===== config.mk =====
export PLATFORM = sky130hd
export DESIGN_NAME = lshist_ctrl_flat
export DESIGN_NICKNAME = d
export VERILOG_FILES = /design/src/lshist_pkg.sv /design/src/lshist_in_if.sv /design/src/lshist_out_if.sv /design/src/lshist_ctrl.sv /design/src/flat_wrapper.sv
export SDC_FILE = /design/constraint.sdc
export NUM_CORES = 1
export LEC_CHECK = 0
export BUFFER_PORTS_ARGS = -buffer_cell sky130_fd_sc_hd__buf_2
export CELL_PAD_IN_SITES_DETAIL_PLACEMENT = 0
export CELL_PAD_IN_SITES_GLOBAL_PLACEMENT = 1
export CORE_AREA = 2 2 342 344
export CTS_BUF_LIST = sky130_fd_sc_hd__clkbuf_4
export CTS_CLUSTER_SIZE = 12
export DETAILED_ROUTE_END_ITERATION = 10
export DIE_AREA = 0 0 344 346
export PLACE_DENSITY = 0.58
export SETUP_SLACK_MARGIN = 0.3
export SLEW_MARGIN = 20
export SYNTH_ARGS = -nofsm -noshare
export SYNTH_HDL_FRONTEND = slang
export SYNTH_SLANG_ARGS = --single-unit

===== constraint.sdc =====
create_clock -name clk -period 29.9 [get_ports clk]
set_clock_uncertainty 0.1 [all_clocks]
set_input_delay 0 -clock clk [delete_from_list [all_inputs] [get_ports clk]]
set_output_delay 0 -clock clk [all_outputs]
set_load 0.05 [all_outputs]

===== src/lshist_pkg.sv =====
`timescale 1ns / 1ps

package lshist_pkg;

    // Default sizing
    localparam int NUM_STAGES_DEF  = 8;
    localparam int NUM_BUCKETS_DEF = 64;

    // Fixed field widths
    localparam int OP_W    = 2;
    localparam int STAGE_W = 3;
    localparam int NS_W    = 64;
    localparam int BKT_W   = 6;
    localparam int CNT_W   = 64;
    localparam int STAT_W  = 3 * CNT_W;

    // Operation codes
    localparam logic [OP_W-1:0] OP_RECORD = 2'd0;
    localparam logic [OP_W-1:0] OP_READ   = 2'd1;
    localparam logic [OP_W-1:0] OP_CLEAR  = 2'd2;

    // Controller states
    typedef enum logic [1:0] {
        ST_SWEEP,
        ST_IDLE,
        ST_ISSUE,
        ST_UPDATE
    } lshist_state_t;

    // One stage entry of the statistics memory
    typedef struct packed {
        logic [CNT_W-1:0] count;
        logic [CNT_W-1:0] total;
        logic [CNT_W-1:0] max;
    } lshist_stat_t;

    // Index of the highest set bit; 0 for values 0 and 1
    function automatic logic [BKT_W-1:0] msb_index(input logic [NS_W-1:0] v);
        logic [BKT_W-1:0] idx;
        idx = '0;
        for (int i = 0; i < NS_W; i++) begin
            if (v[i])
            begin
                idx = BKT_W'(i);
            end
        end
        return idx;
    endfunction

endpackage


===== src/lshist_in_if.sv =====
`timescale 1ns / 1ps

interface lshist_in_if;
    import lshist_pkg::*;

    logic               valid;
    logic               ready;
    logic [OP_W-1:0]    op;
    logic [STAGE_W-1:0] stage;
    logic [NS_W-1:0]    elapsed_ns;
    logic [BKT_W-1:0]   bucket_index;

    modport source (output valid, output op, output stage, output elapsed_ns,
                    output bucket_index, input ready);
    modport sink   (input valid, input op, input stage, input elapsed_ns,
                    input bucket_index, output ready);
endinterface


===== src/lshist_out_if.sv =====
`timescale 1ns / 1ps

interface lshist_out_if;
    import lshist_pkg::*;

    logic             valid;
    logic             ready;
    logic [CNT_W-1:0] sample_count;
    logic [CNT_W-1:0] duration_total;
    logic [CNT_W-1:0] duration_max;
    logic [CNT_W-1:0] bucket_hits;

    modport source (output valid, output sample_count, output duration_total,
                    output duration_max, output bucket_hits, input ready);
    modport sink   (input valid, input sample_count, input duration_total,
                    input duration_max, input bucket_hits, output ready);
endinterface


===== src/lshist_ctrl.sv =====
`timescale 1ns / 1ps

module lshist_ctrl #(
    parameter int NUM_STAGES  = lshist_pkg::NUM_STAGES_DEF,
    parameter int NUM_BUCKETS = lshist_pkg::NUM_BUCKETS_DEF,
    parameter int STAGE_AW    = 3,
    parameter int BKT_AW      = 6,
    parameter int HIST_DEPTH  = 512,
    parameter int HIST_AW     = 9
) (
    input  logic                          clk,
    input  logic                          rst_n,
    input  logic                          enable,
    lshist_in_if.sink                     in_ch,
    lshist_out_if.source                  out_ch,
    // statistics memory
    output logic                          stat_we,
    output logic [STAGE_AW-1:0]           stat_waddr,
    output logic [lshist_pkg::STAT_W-1:0] stat_wdata,
    output logic                          stat_re,
    output logic [STAGE_AW-1:0]           stat_raddr,
    input  logic [lshist_pkg::STAT_W-1:0] stat_rdata,
    // histogram memory
    output logic                          hist_we,
    output logic [HIST_AW-1:0]            hist_waddr,
    output logic [lshist_pkg::CNT_W-1:0]  hist_wdata,
    output logic                          hist_re,
    output logic [HIST_AW-1:0]            hist_raddr,
    input  logic [lshist_pkg::CNT_W-1:0]  hist_rdata
);
    import lshist_pkg::*;

    lshist_state_t      state_reg, state_next;
    logic [HIST_AW-1:0] sweep_cnt_reg, sweep_cnt_next;
    logic               out_valid_reg, out_valid_next;

    // Held word
    logic [OP_W-1:0]    op_reg;
    logic [STAGE_W-1:0] stage_reg;
    logic [NS_W-1:0]    ns_reg;
    logic [BKT_W-1:0]   bkt_reg;
    logic               stage_ok_reg;
    logic               bkt_ok_reg;
    logic [HIST_AW-1:0] hist_addr_reg;

    // Result word
    logic [CNT_W-1:0]   count_reg, total_reg, max_reg, hits_reg;

    logic               load_item;
    logic               load_out;
    logic               in_stage_ok;
    logic               in_bkt_ok;
    logic [BKT_W-1:0]   msb;
    logic [BKT_AW-1:0]  rec_bucket;
    logic [BKT_AW-1:0]  bucket_sel;
    logic [HIST_AW-1:0] hist_addr_calc;
    logic               sweep_last;
    logic               sweep_in_stats;
    lshist_stat_t       stat_cur;
    lshist_stat_t       stat_upd;

    assign in_stage_ok = {4'b0, in_ch.stage} < 7'(NUM_STAGES);
    assign in_bkt_ok   = {1'b0, in_ch.bucket_index} < 7'(NUM_BUCKETS);

    // Log2 bucket of the duration, folded into the top bucket
    assign msb        = msb_index(ns_reg);
    assign rec_bucket = ({1'b0, msb} > 7'(NUM_BUCKETS - 1)) ? BKT_AW'(NUM_BUCKETS - 1)
                                                          : BKT_AW'(msb);
    assign bucket_sel = (op_reg == OP_READ) ? BKT_AW'(bkt_reg) : rec_bucket;
    assign hist_addr_calc = (HIST_AW'(STAGE_AW'(stage_reg)) << BKT_AW)
                          | HIST_AW'(bucket_sel);

    // Clearing sweep bounds
    assign sweep_last     = sweep_cnt_reg == HIST_AW'(HIST_DEPTH - 1);
    assign sweep_in_stats = {1'b0, sweep_cnt_reg} < (HIST_AW + 1)'(NUM_STAGES);

    // Stage entry update for a record
    assign stat_cur       = lshist_stat_t'(stat_rdata);
    assign stat_upd.count = stat_cur.count + CNT_W'(1);
    assign stat_upd.total = stat_cur.total + ns_reg;
    assign stat_upd.max   = (ns_reg > stat_cur.max) ? ns_reg : stat_cur.max;

    // Next state and memory control
    always_comb
    begin
        state_next     = state_reg;
        sweep_cnt_next = sweep_cnt_reg;
        out_valid_next = out_valid_reg & ~out_ch.ready;
        load_item      = 1'b0;
        load_out       = 1'b0;
        in_ch.ready    = 1'b0;
        stat_we        = 1'b0;
        stat_waddr     = STAGE_AW'(stage_reg);
        stat_wdata     = STAT_W'(stat_upd);
        stat_re        = 1'b0;
        stat_raddr     = STAGE_AW'(stage_reg);
        hist_we        = 1'b0;
        hist_waddr     = hist_addr_reg;
        hist_wdata     = hist_rdata + CNT_W'(1);
        hist_re        = 1'b0;
        hist_raddr     = hist_addr_calc;

        unique case (state_reg)
            ST_SWEEP:
            begin
                stat_we        = sweep_in_stats;
                stat_waddr     = STAGE_AW'(sweep_cnt_reg);
                stat_wdata     = '0;
                hist_we        = 1'b1;
                hist_waddr     = sweep_cnt_reg;
                hist_wdata     = '0;
                sweep_cnt_next = sweep_cnt_reg + HIST_AW'(1);
                if (sweep_last)
                begin
                    sweep_cnt_next = '0;
                    state_next     = ST_IDLE;
                end
            end
            ST_IDLE:
            begin
                in_ch.ready = 1'b1;
                if (in_ch.valid)
                begin
                    load_item = 1'b1;
                    unique case (in_ch.op)
                        OP_RECORD:
                        begin
                            if (enable && in_stage_ok)
                            begin
                                state_next = ST_ISSUE;
                            end
                        end
                        OP_READ:
                        begin
                            state_next = ST_ISSUE;
                        end
                        OP_CLEAR:
                        begin
                            state_next = ST_SWEEP;
                        end
                        default:
                        begin
                            state_next = ST_IDLE;
                        end
                    endcase
                end
            end
            ST_ISSUE:
            begin
                stat_re    = stage_ok_reg;
                hist_re    = stage_ok_reg;
                state_next = ST_UPDATE;
            end
            ST_UPDATE:
            begin
                if (op_reg == OP_RECORD)
                begin
                    stat_we    = 1'b1;
                    hist_we    = 1'b1;
                    state_next = ST_IDLE;
                end
                else if (!out_valid_reg || out_ch.ready)
                begin
                    load_out       = 1'b1;
                    out_valid_next = 1'b1;
                    state_next     = ST_IDLE;
                end
            end
        endcase
    end

    // Control registers
    always_ff @(posedge clk or negedge rst_n)
    begin
        if (!rst_n)
        begin
            state_reg     <= ST_SWEEP;
            sweep_cnt_reg <= '0;
            out_valid_reg <= 1'b0;
        end
        else
        begin
            state_reg     <= state_next;
            sweep_cnt_reg <= sweep_cnt_next;
            out_valid_reg <= out_valid_next;
        end
    end

    // Payload registers
    always_ff @(posedge clk)
    begin
        if (load_item)
        begin
            op_reg       <= in_ch.op;
            stage_reg    <= in_ch.stage;
            ns_reg       <= in_ch.elapsed_ns;
            bkt_reg      <= in_ch.bucket_index;
            stage_ok_reg <= in_stage_ok;
            bkt_ok_reg   <= in_bkt_ok;
        end
        if (state_reg == ST_ISSUE)
        begin
            hist_addr_reg <= hist_addr_calc;
        end
        if (load_out)
        begin
            count_reg <= stage_ok_reg ? stat_cur.count : '0;
            total_reg <= stage_ok_reg ? stat_cur.total : '0;
            max_reg   <= stage_ok_reg ? stat_cur.max : '0;
            hits_reg  <= (stage_ok_reg && bkt_ok_reg) ? hist_rdata : '0;
        end
    end

    assign out_ch.valid          = out_valid_reg;
    assign out_ch.sample_count   = count_reg;
    assign out_ch.duration_total = total_reg;
    assign out_ch.duration_max   = max_reg;
    assign out_ch.bucket_hits    = hits_reg;

endmodule


===== src/flat_wrapper.sv =====
// flat-port wrapper written by rule: the top's interface ports become plain ports
module lshist_ctrl_flat import lshist_pkg::*;
#(
    parameter int NUM_STAGES  = lshist_pkg::NUM_STAGES_DEF,
    parameter int NUM_BUCKETS = lshist_pkg::NUM_BUCKETS_DEF,
    parameter int STAGE_AW    = 3,
    parameter int BKT_AW      = 6,
    parameter int HIST_DEPTH  = 512,
    parameter int HIST_AW     = 9
)
  (clk, rst_n, enable, stat_we, stat_waddr, stat_wdata, stat_re, stat_raddr, stat_rdata, hist_we, hist_waddr, hist_wdata, hist_re, hist_raddr, hist_rdata, in_ch_valid, in_ch_op, in_ch_stage, in_ch_elapsed_ns, in_ch_bucket_index, in_ch_ready, out_ch_valid, out_ch_sample_count, out_ch_duration_total, out_ch_duration_max, out_ch_bucket_hits, out_ch_ready);
  lshist_in_if in_ch_i ();
  lshist_out_if out_ch_i ();
  input  logic clk;
  input  logic rst_n;
  input  logic enable;
  output logic stat_we;
  output logic [STAGE_AW-1:0] stat_waddr;
  output logic [lshist_pkg::STAT_W-1:0] stat_wdata;
  output logic stat_re;
  output logic [STAGE_AW-1:0] stat_raddr;
  input  logic [lshist_pkg::STAT_W-1:0] stat_rdata;
  output logic hist_we;
  output logic [HIST_AW-1:0] hist_waddr;
  output logic [lshist_pkg::CNT_W-1:0] hist_wdata;
  output logic hist_re;
  output logic [HIST_AW-1:0] hist_raddr;
  input  logic [lshist_pkg::CNT_W-1:0] hist_rdata;
  input wire logic [$bits(in_ch_i.valid)-1:0] in_ch_valid;
  input wire logic [$bits(in_ch_i.op)-1:0] in_ch_op;
  input wire logic [$bits(in_ch_i.stage)-1:0] in_ch_stage;
  input wire logic [$bits(in_ch_i.elapsed_ns)-1:0] in_ch_elapsed_ns;
  input wire logic [$bits(in_ch_i.bucket_index)-1:0] in_ch_bucket_index;
  output wire logic [$bits(in_ch_i.ready)-1:0] in_ch_ready;
  output wire logic [$bits(out_ch_i.valid)-1:0] out_ch_valid;
  output wire logic [$bits(out_ch_i.sample_count)-1:0] out_ch_sample_count;
  output wire logic [$bits(out_ch_i.duration_total)-1:0] out_ch_duration_total;
  output wire logic [$bits(out_ch_i.duration_max)-1:0] out_ch_duration_max;
  output wire logic [$bits(out_ch_i.bucket_hits)-1:0] out_ch_bucket_hits;
  input wire logic [$bits(out_ch_i.ready)-1:0] out_ch_ready;
  assign in_ch_i.valid = in_ch_valid;
  assign in_ch_i.op = in_ch_op;
  assign in_ch_i.stage = in_ch_stage;
  assign in_ch_i.elapsed_ns = in_ch_elapsed_ns;
  assign in_ch_i.bucket_index = in_ch_bucket_index;
  assign in_ch_ready = in_ch_i.ready;
  assign out_ch_valid = out_ch_i.valid;
  assign out_ch_sample_count = out_ch_i.sample_count;
  assign out_ch_duration_total = out_ch_i.duration_total;
  assign out_ch_duration_max = out_ch_i.duration_max;
  assign out_ch_bucket_hits = out_ch_i.bucket_hits;
  assign out_ch_i.ready = out_ch_ready;
  lshist_ctrl #(.NUM_STAGES(NUM_STAGES), .NUM_BUCKETS(NUM_BUCKETS), .STAGE_AW(STAGE_AW), .BKT_AW(BKT_AW), .HIST_DEPTH(HIST_DEPTH), .HIST_AW(HIST_AW)) u_core (.clk(clk), .rst_n(rst_n), .enable(enable), .in_ch(in_ch_i), .out_ch(out_ch_i), .stat_we(stat_we), .stat_waddr(stat_waddr), .stat_wdata(stat_wdata), .stat_re(stat_re), .stat_raddr(stat_raddr), .stat_rdata(stat_rdata), .hist_we(hist_we), .hist_waddr(hist_waddr), .hist_wdata(hist_wdata), .hist_re(hist_re), .hist_raddr(hist_raddr), .hist_rdata(hist_rdata));
endmodule

== Yosys cells after proc, flatten, opt, wreduce, memory -nomap -nowiden ==
Index checks and enable logic that the tools add are counted.

* Register bits: 352
* Input bits: 336
* Output and inout bits: 542
* Word-level logic and storage cells: 128

* Add/sub/neg operators: 4
* $lt $le $gt $ge: 2
* Eq/ne operators: 11
* Multiplexer cells: 90
* Bitwise gates (word level): 3
* Reductions and logical operators: 6

{| class="wikitable"
|+ Operators by type and width
! operator !! count
|-
| 6-bit two-way mux || 63
|-
| 192-bit two-way mux || 1
|-
| 64-bit by 1-bit adder with 64-bit output, second input constant || 2
|-
| 64-bit two-way mux || 2
|-
| 64-bit adder || 1
|-
| 64-bit > comparator || 1
|-
| 9-bit two-way mux || 2
|-
| 1-bit two-way mux || 12
|-
| 2-bit two-way mux || 5
|-
| 9-bit by 1-bit adder with 9-bit output, second input constant || 1
|-
| 9-bit equality test, second input constant || 1
|-
| 9-bit by 4-bit < comparator with 1-bit output, second input constant || 1
|-
| 9-bit by 6-bit bitwise OR with 9-bit output || 1
|-
| 2-bit one-hot mux with 4 select lines || 1
|-
| 2-bit by 1-bit equality test with 1-bit output, second input constant || 3
|-
| 2-bit equality test, second input constant || 3
|-
| 2-bit zero test || 3
|-
| 2-bit one-hot mux with 3 select lines || 1
|-
| 1-bit one-hot mux with 2 select lines || 2
|-
| 4-bit AND reduction || 1
|-
| 3-bit two-way mux || 1
|-
| 3-bit by 1-bit != test with 1-bit output, second input constant || 1
|-
| 3-bit != test, second input constant || 1
|-
| 2-bit by 1-bit != test with 1-bit output, second input constant || 1
|-
| 5 further kinds || 5
|}

== Depth between registers and ports, before layout ==
Gate-level depths: netlist of the first run.

* Depth in word-level cells: 65
* Mapped depth: 13
* Mapped depth without buffers: 11

== Worst setup path after synthesis of the first run ==
No wires, ideal clock.

* Kind: flip-flop to flip-flop
* Start: register u_core.out_valid_reg, in the netlist u_core.out_ch.valid
* End: register u_core.hits_reg[0], in the netlist u_core.out_ch.bucket_hits[0] (enable)
* Library setup time: 0.904 ns
* Data arrival time: 11.932 ns
* Required time: 28.896 ns
* Slack: 16.964 ns
* Stages on the path, launching flop included: 3
* Buffers on the path: 0
* Clock period less this slack: 12.936 ns
* Cells stage by stage: dfrtp_1 nand2b_1 nor2b_1

* Cells in the longest elaborated chain, start to end: 5

{| class="wikitable"
|+ RTL lines
! item !! RTL line !! RTL
|-
| from (decl) || lshist_ctrl.sv:35 || <nowiki>logic out_valid_reg, out_valid_next;</nowiki>
|-
| from (signal assigned) || lshist_ctrl.sv:185 || <nowiki>out_valid_reg <= out_valid_next;</nowiki>
|-
| 1-bit zero test || lshist_ctrl.sv:162 || <nowiki>else if (!out_valid_reg || out_ch.ready)</nowiki>
|-
| 1-bit logical OR || lshist_ctrl.sv:162 ||
|-
| 1-bit two-way mux || lshist_ctrl.sv:162 ||
|-
| 1-bit two-way mux || lshist_ctrl.sv:156 || <nowiki>if (op_reg == OP_RECORD)</nowiki>
|-
| 1-bit two-way mux || lshist_ctrl.sv:103 || <nowiki>unique case (state_reg)</nowiki>
|-
| via u_core.load_out || lshist_ctrl.sv:50 || <nowiki>logic load_out;</nowiki>
|-
| to (signal assigned) || lshist_ctrl.sv:210 || <nowiki>hits_reg <= (stage_ok_reg && bkt_ok_reg) ? hist_rdata : '0;</nowiki>
|-
| to (decl) || lshist_ctrl.sv:47 || <nowiki>logic [CNT_W-1:0] count_reg, total_reg, max_reg, hits_reg;</nowiki>
|}

The timed path passes the listed nets, and every way through them passes these cells.
A chain may end at the register's enable or synchronous reset.

== Worst setup path in the final report of the first run ==
* Start: register u_core.ns_reg[62]
* End: output port stat_wdata[60] in the netlist's numbering

* Cells in the longest elaborated chain, start to end: 3

{| class="wikitable"
|+ RTL lines
! item !! RTL line !! RTL
|-
| from (decl) || lshist_ctrl.sv:40 || <nowiki>logic [NS_W-1:0] ns_reg;</nowiki>
|-
| from (signal assigned) || lshist_ctrl.sv:196 || <nowiki>ns_reg <= in_ch.elapsed_ns;</nowiki>
|-
| 64-bit > comparator || lshist_ctrl.sv:81 || <nowiki>assign stat_upd.max = (ns_reg > stat_cur.max) ? ns_reg : stat_cur.max;</nowiki>
|-
| 64-bit two-way mux || lshist_ctrl.sv:81 ||
|-
| 192-bit two-way mux || lshist_ctrl.sv:103 ||
|-
| to (decl) || flat_wrapper.sv:19 || <nowiki>output logic [lshist_pkg::STAT_W-1:0] stat_wdata;</nowiki>
|}

Every way passes these cells.

==> impl_metrics.py, run 1 <==
metrics = {
    "die": {
        "die_x_um": 344,
        "rows": 125,
        "dieHeight_um": 346,
        "core_um2": 115400,
        "start_util_pct": 18.42,
        "io_pins": 878,
        "dieArea_um2": 119000,
    },
    "detailed_routing": {
        "drt_pre_antenna_iters": 5,
        "remaining_drc_errors": 0,
        "routed_wl_mm": 112.8,
        "vias_per_cell": 4.320,
        "drtIter0Drc": 1441,
        "vias": 22890,
        "antenna_left": 0,
        "wl_per_cell_um": 21.28,
    },
    "timing": {
        "setup-violations-final": 0,
        "final.min_clock_period_ns": 5.836,
        "rsz0062_at_grt": "false",
        "post-route-period-util_pct": 19.52,
        "worst_slack_ns": 24.06,
        "slew_violations": 0,
        "setup-tns-final_ns": 0,
        "fmax_ghz": 0.1714,
        "report.final.hold_viol_count": 0,
        "worst_pin_slew_ns": 1.091,
        "slew_headroom_pct": 26.65,
    },
    "grt": {
        "grt_pass1_wl_mm": 157.3,
        "gr-usage-all-layers_pct": 18.15,
        "top_usage_layer": "met2",
        "grt_max_degree": 80,
        "gr-total-overflow": 0,
        "grt_util_met2_pct": 30.91,
        "grtUsageMet1_pct": 20.19,
        "grt.met3_usage_pct": 6.050,
        "antenna_found_initial": 19,
        "grt_pass1_vias": 23410,
    },
    "synthesis": {
        "yosysMostFrequentCell": "edfxtp_1",
        "synth-edff-count": 340,
        "synth_area_leaders": "edfxtp_1, ha_1, nor2_1, nand2_1, xor2_1",
        "syn-num-nets": 2548,
        "avgSynthCellArea_um2": 10.24,
        "synth.distinct_cells": 82,
        "ys_seq_area_share_pct": 49.43,
        "yosysTopAreaCellShare_pct": 48.02,
        "async_flop_share_pct": 3.409,
        "syn_inst": 2076,
        "yosysTopAreaCell": "edfxtp_1",
        "synth_seq_cells": 352,
        "synthFlopType": "edfxtp_1",
        "synthTopCellsByCount": "edfxtp_1, nor2_1, nand2_1, ha_1, inv_1",
        "syn_area_um2": 21260,
        "yosysWarnings": 0,
    },
    "power": {
        "total_power_w": 0.002779,
        "internal_power_w": 0.001239,
        "combPwrFrac_pct": 58.7,
        "switchingPower_w": 0.001540,
        "power_leakage_nw": 15.38,
        "pwr-share-seq_pct": 24.2,
        "p_clk_share_pct": 17.1,
        "swShare_pct": 55.42,
        "cellPowerDensity_nw_per_um2": 78.42,
        "vdd_ir_drop_max_mv": 0.05193,
    },
    "cts": {
        "clk_latency_ns": 0.98,
        "postCtsSetupBuffers": 0,
        "cts_hold_buf": 672,
        "cts_buffer_depth": 3,
        "htreeDepth": 3,
        "numCtsBuffers": 105,
        "cts_resized": 0,
        "cts_tree": "yes",
        "clk_pin_slew_ns": 0.07,
        "cts_root_buffer": "clkbuf_4",
        "numClockSinks": 352,
    },
    "place": {
        "place_hpwl_mm": 86.47,
        "dpl.cell_count": 4428,
        "dp_slack_ns": 25.00,
        "place_congestion": 0.8955,
        "portBuffers": 877,
    },
    "min_path": {
        "holdCritPathClass": "in2reg",
    },
    "worst_setup_path": {
        "cp.arrival_ns": 5.74,
        "worstSetupEndpointType": "primary output",
        "critPathMaxFanout": 33,
        "startpoint_type": "register",
        "crit_required_ns": 29.80,
        "critPathKind": "reg2out",
    },
    "finish": {
        "stdcell_count": 5300,
        "area_delta_synth_final_pct": 66.68,
        "drive_gt1_share_pct": 28.88,
        "nets": 4155,
    },
    "run_status": {
        "status": "complete, no violations",
    },
    "job": {
        "drv_cap": 0,
    },
}
## final cells by class
cell class	count	area (um2)
tap	1524	1907
inverter	109	411.6
clock buffer	140	1051
fill	12160	79980
timing repair buffer	1562	11210
multi-input combinational	1553	10080
antenna	12	30.03
sequential	352	10510
clock inverter	48	237.7
## metal layers
metal	vias to the layer above	part of all wire, %
met5	-	0.060
met4	10	4.8
met3	241	8.8
met2	957	48
met1	10820	39
li1	10870	-
## kinds of logic (layout without fill, tap and decap cells)
group           Yosys count  count (layout)  synth area share [%]
fa+ha+maj               136             136                 8.038
xor+xnor                145             145                 5.973
compound gates          383             383                 11.59
buf+inv                 171            1859                 3.336
simple gates            807             807                 17.69
mux                      82              82                 3.948
flops                   352             352                 49.43
other cells               0              12                     0
## worst paths after layout
check	start	endpoint	cells past startpoint	slack, ns
worst max-delay path	u_core.ns_reg[62]	stat_wdata[60]	11	24.06
worst min-delay path	enable	u_core.state_reg[0]	6	0.13
worst max register to register	u_core.ns_reg[8]	u_core.hist_addr_reg[2]	9	26.13
worst min register to register	u_core.stat_raddr[2]	u_core.hist_addr_reg[8]	0	0.39
max in group asynchronous	rst_n	u_core.out_ch.valid	3	28.89
min in group asynchronous	rst_n	u_core.sweep_cnt_reg[6]	3	0.26
## power groups by stage
stage | Combinational (W) | Clock (W) | Sequential [W]
6_report | 0.00163 | 0.000474 | 0.000672
3_5_place_dp | 0.00157 | 0 | 0.000682
2_1_floorplan | 0.000985 | 0 | 0.000799
5_1_grt | 0.00173 | 0.000523 | 0.000680
3_3_place_gp | 0.00158 | 0 | 0.000680
4_1_cts | 0.00165 | 0.000495 | 0.000672
## cell usage in the layout (no fill, tap or decap), types with 13 or more instances in the layout
cell	netlist	routed
a211oi_1	17	17
a21o_1	62	62
a21oi_1	102	102
and3_1	31	31
and4_1	13	13
buf_2	0	877
buf_4	4	13
clkbuf_4	0	140
clkinv_1	0	29
dlygate4sd3_1	0	672
edfxtp_1	340	340
ha_1	135	133
inv_1	108	108
mux2i_1	67	67
nand2_1	253	253
nand3_1	69	69
nand4_1	41	41
nor2_1	255	255
nor2b_1	19	18
nor3_1	43	42
o21a_1	18	18
o21ai_0	77	77
o21ai_1	16	16
o21bai_1	13	13
or3_1	22	22
xnor2_1	44	44
xor2_1	101	101
## critical path: stages (launching register included)
cell and delay [ns]:
edfxtp_1 0.49, ha_1 0.35, nand4_1 0.19, nor4_1 0.81, nand4_1 0.43, or4_4 0.64, nor2_1 0.14, o21ai_1 0.10
o211ai_1 0.19, buf_4 0.58, mux2i_1 0.37, buf_2 0.32
## stage by stage
stage               util (%)  hold slack, ns  cell area (um2)
global placement       23.73         -0.1335            27390
detailed placement     23.73         -0.1315            27400
finish                 30.70          0.1328            35440
global route           30.70         0.07037            35430
floorplan                  -         -0.3956            21260
CTS                    30.68        0.001554            35410
Note: power is estimated with default switching activity, not from simulation.
==> inputs of run 2 (changes only) <==
--- a/config.mk
+++ b/config.mk
@@ -8,12 +8,12 @@
 export BUFFER_PORTS_ARGS = -buffer_cell sky130_fd_sc_hd__buf_2
 export CELL_PAD_IN_SITES_DETAIL_PLACEMENT = 0
 export CELL_PAD_IN_SITES_GLOBAL_PLACEMENT = 1
-export CORE_AREA = 2 2 342 344
+export CORE_AREA = 2 2 345 347
 export CTS_BUF_LIST = sky130_fd_sc_hd__clkbuf_4
 export CTS_CLUSTER_SIZE = 12
 export DETAILED_ROUTE_END_ITERATION = 10
-export DIE_AREA = 0 0 344 346
-export PLACE_DENSITY = 0.58
+export DIE_AREA = 0 0 347 349
+export PLACE_DENSITY = 0.57
 export SETUP_SLACK_MARGIN = 0.3
 export SLEW_MARGIN = 20
 export SYNTH_ARGS = -nofsm -noshare
==> constraint.sdc (replaced) <==
create_clock -name clk -period 5.8 [get_ports clk]
set_clock_uncertainty 0.1 [all_clocks]
set_input_delay 0 -clock clk [delete_from_list [all_inputs] [get_ports clk]]
set_output_delay 0 -clock clk [all_outputs]
set_load 0.05 [all_outputs]
==> impl_metrics.py, run 2 (synthesis gave the netlist of run 1 again) <==
metrics = {
    "worst_setup_path": {
        "critPathKind": "reg2out",
        "cp.arrival_ns": 5.01,
        "critPathMaxFanout": 32,
        "path_cells": "ha_1 -> nand4_1 -> nor4_4 -> nand4_1 -> buf_4 -> or4_4 -> nor4_4 -> nor2_1 -> o21ai_1 -> o211ai_1 -> buf_4 -> mux2i_1 -> buf_2",
        "startpoint_type": "register",
        "cpMaxStageDelayCell": "or4_4",
        "crit_buf_inv": 3,
        "crit_required_ns": 5.70,
        "max_stage_delay_ns": 0.53,
        "critPathTopFamily": "simple AND/OR/NAND/NOR gates",
        "worstSetupEndpointType": "primary output",
    },
    "grt": {
        "grt_pass1_vias": 24260,
        "grt_max_degree": 128,
        "gr-total-overflow": 0,
        "grt_pass1_wl_mm": 164.3,
        "antenna_found_initial": 14,
        "gr-usage-all-layers_pct": 18.50,
    },
    "timing": {
        "report.final.hold_viol_count": 0,
        "worst_slack_ns": 0.6912,
        "final.min_clock_period_ns": 5.109,
        "rsz0062_at_grt": "true",
        "setup-tns-final_ns": 0,
        "slew_headroom_pct": 26.84,
        "worst_pin_slew_ns": 1.087,
        "slew_violations": 0,
        "fmax_ghz": 0.1957,
        "post-route-period-util_pct": 88.08,
        "setup-violations-final": 0,
    },
    "place": {
        "place_congestion": 0.8781,
        "portBuffers": 877,
        "dp_slack_ns": 1.252,
        "place_hpwl_mm": 88.03,
    },
    "power": {
        "vdd_ir_drop_max_mv": 0.2366,
        "cellPowerDensity_nw_per_um2": 395.8,
        "power_leakage_nw": 15.90,
    },
    "die": {
        "die_x_um": 347,
        "start_util_pct": 18.10,
        "dieHeight_um": 349,
        "rows": 126,
        "dieArea_um2": 121100,
        "io_pins": 878,
        "core_um2": 117500,
    },
    "cts": {
        "cts_tree": "yes",
        "numCtsBuffers": 104,
        "clk_pin_slew_ns": 0.07,
        "numClockSinks": 352,
        "cts_buffer_depth": 3,
        "htreeDepth": 3,
        "cts_root_buffer": "clkbuf_4",
        "clk_latency_ns": 1.02,
    },
    "run_status": {
        "status": "complete, no violations",
    },
    "job": {
        "drv_cap": 0,
    },
    "finish": {
        "drive_gt1_share_pct": 28.19,
        "nets": 4269,
        "final_cell_mix": "buf_2, dlygate4sd3_1, edfxtp_1",
        "area_delta_synth_final_pct": 72.58,
        "final_common_cell": "buf_2",
    },
    "detailed_routing": {
        "wl_per_cell_um": 21.46,
        "remaining_drc_errors": 0,
        "antenna_left": 0,
        "drtIter0Drc": 1411,
        "routed_wl_mm": 116.2,
        "vias": 23460,
        "vias_per_cell": 4.332,
        "drt_pre_antenna_iters": 5,
    },
    "min_path": {
        "holdCritPathClass": "in2reg",
    },
}
run 2: cell types whose count changed in the layout (fill, tap and decap cells not counted), moves of 3 or more:
cell and change:
dlygate4sd3_1 +110, buf_12 +7, diode_2 -6, buf_2 -5
clkinv_1 -4, buf_4 +3
run 2: layout make-up:
class                           count  area (um2)
Clock inverter                     42       232.7
Sequential cell                   352       10510
Clock buffer                      141        1059
Tap cell                         1536        1922
Fill cell                       12250       80750
Timing Repair Buffer             1677       12450
Inverter                          109       411.6
Multi-Input combinational cell   1553       10090
Antenna cell                        6       15.01
run 2: worst paths after layout:
| kind | start | end | slack (ns) | cells after the start |
|---|---|---|---|---|
| worst max-delay path | u_core.ns_reg[59] | stat_wdata[63] | 0.69 | 13 |
| worst min-delay path | in_ch_valid | u_core.op_reg[1] | 0.17 | 3 |
| worst max register to register | u_core.ns_reg[8] | u_core.hist_addr_reg[2] | 1.85 | 9 |
| worst min register to register | u_core.out_ch.valid | u_core.out_ch.valid | 0.46 | 2 |
| max in group asynchronous | rst_n | u_core.sweep_cnt_reg[0] | 4.43 | 4 |
| min in group asynchronous | rst_n | u_core.state_reg[1] | 0.67 | 4 |
run 2: metal layers:
metal / vias up / track usage, % / routed length [um]
li1: 11080 / - / -
met4: 8 / 7.187 / 3950
met1: 11320 / 20.79 / 45600
met2: 880 / 33.17 / 58560
met5: - / 0 / 50
met3: 168 / 4.950 / 8040
run 2: worst min-delay path, stage by stage:
cell           delay [ns]
dlygate4sd3_1        0.55
buf_2                0.13
and2_4               0.34
run 2: report_power, final:
part / total [W] / internal, W / switching (W)
combinational: 0.00858 / 0.00213 / 0.00645
clock: 0.00247 / 0.00121 / 0.00126
sequential: 0.00347 / 0.00319 / 0.000280
run 2: through the flow:
stage	hold slack [ns]	cell area, um2	total power (W)	util (%)	instances
after global routing	0.07850	36680	0.01530	31.23	5411
final	0.1653	36700	0.01453	31.24	5416
after detailed placement	-0.1519	27540	0.01174	23.45	4444
after CTS	0.0004573	36680	0.01473	31.23	5410
after global placement	-0.1531	27540	0.01176	23.45	4444
after floorplan	-0.3956	21270	0.009142	-	2076
run 2: timing repair:
| item | 4_1_cts | 5_1_grt |
|---|---|---|
| hold buffers | 782 | 0 |
| pin swaps | 1 | 2 |
| setup buffers | 1 | 0 |
| hold endpoints to repair | 677 | 0 |
| resized for setup | 2 | 1 |
| endpoints found under the setup margin | 65 | 2 |
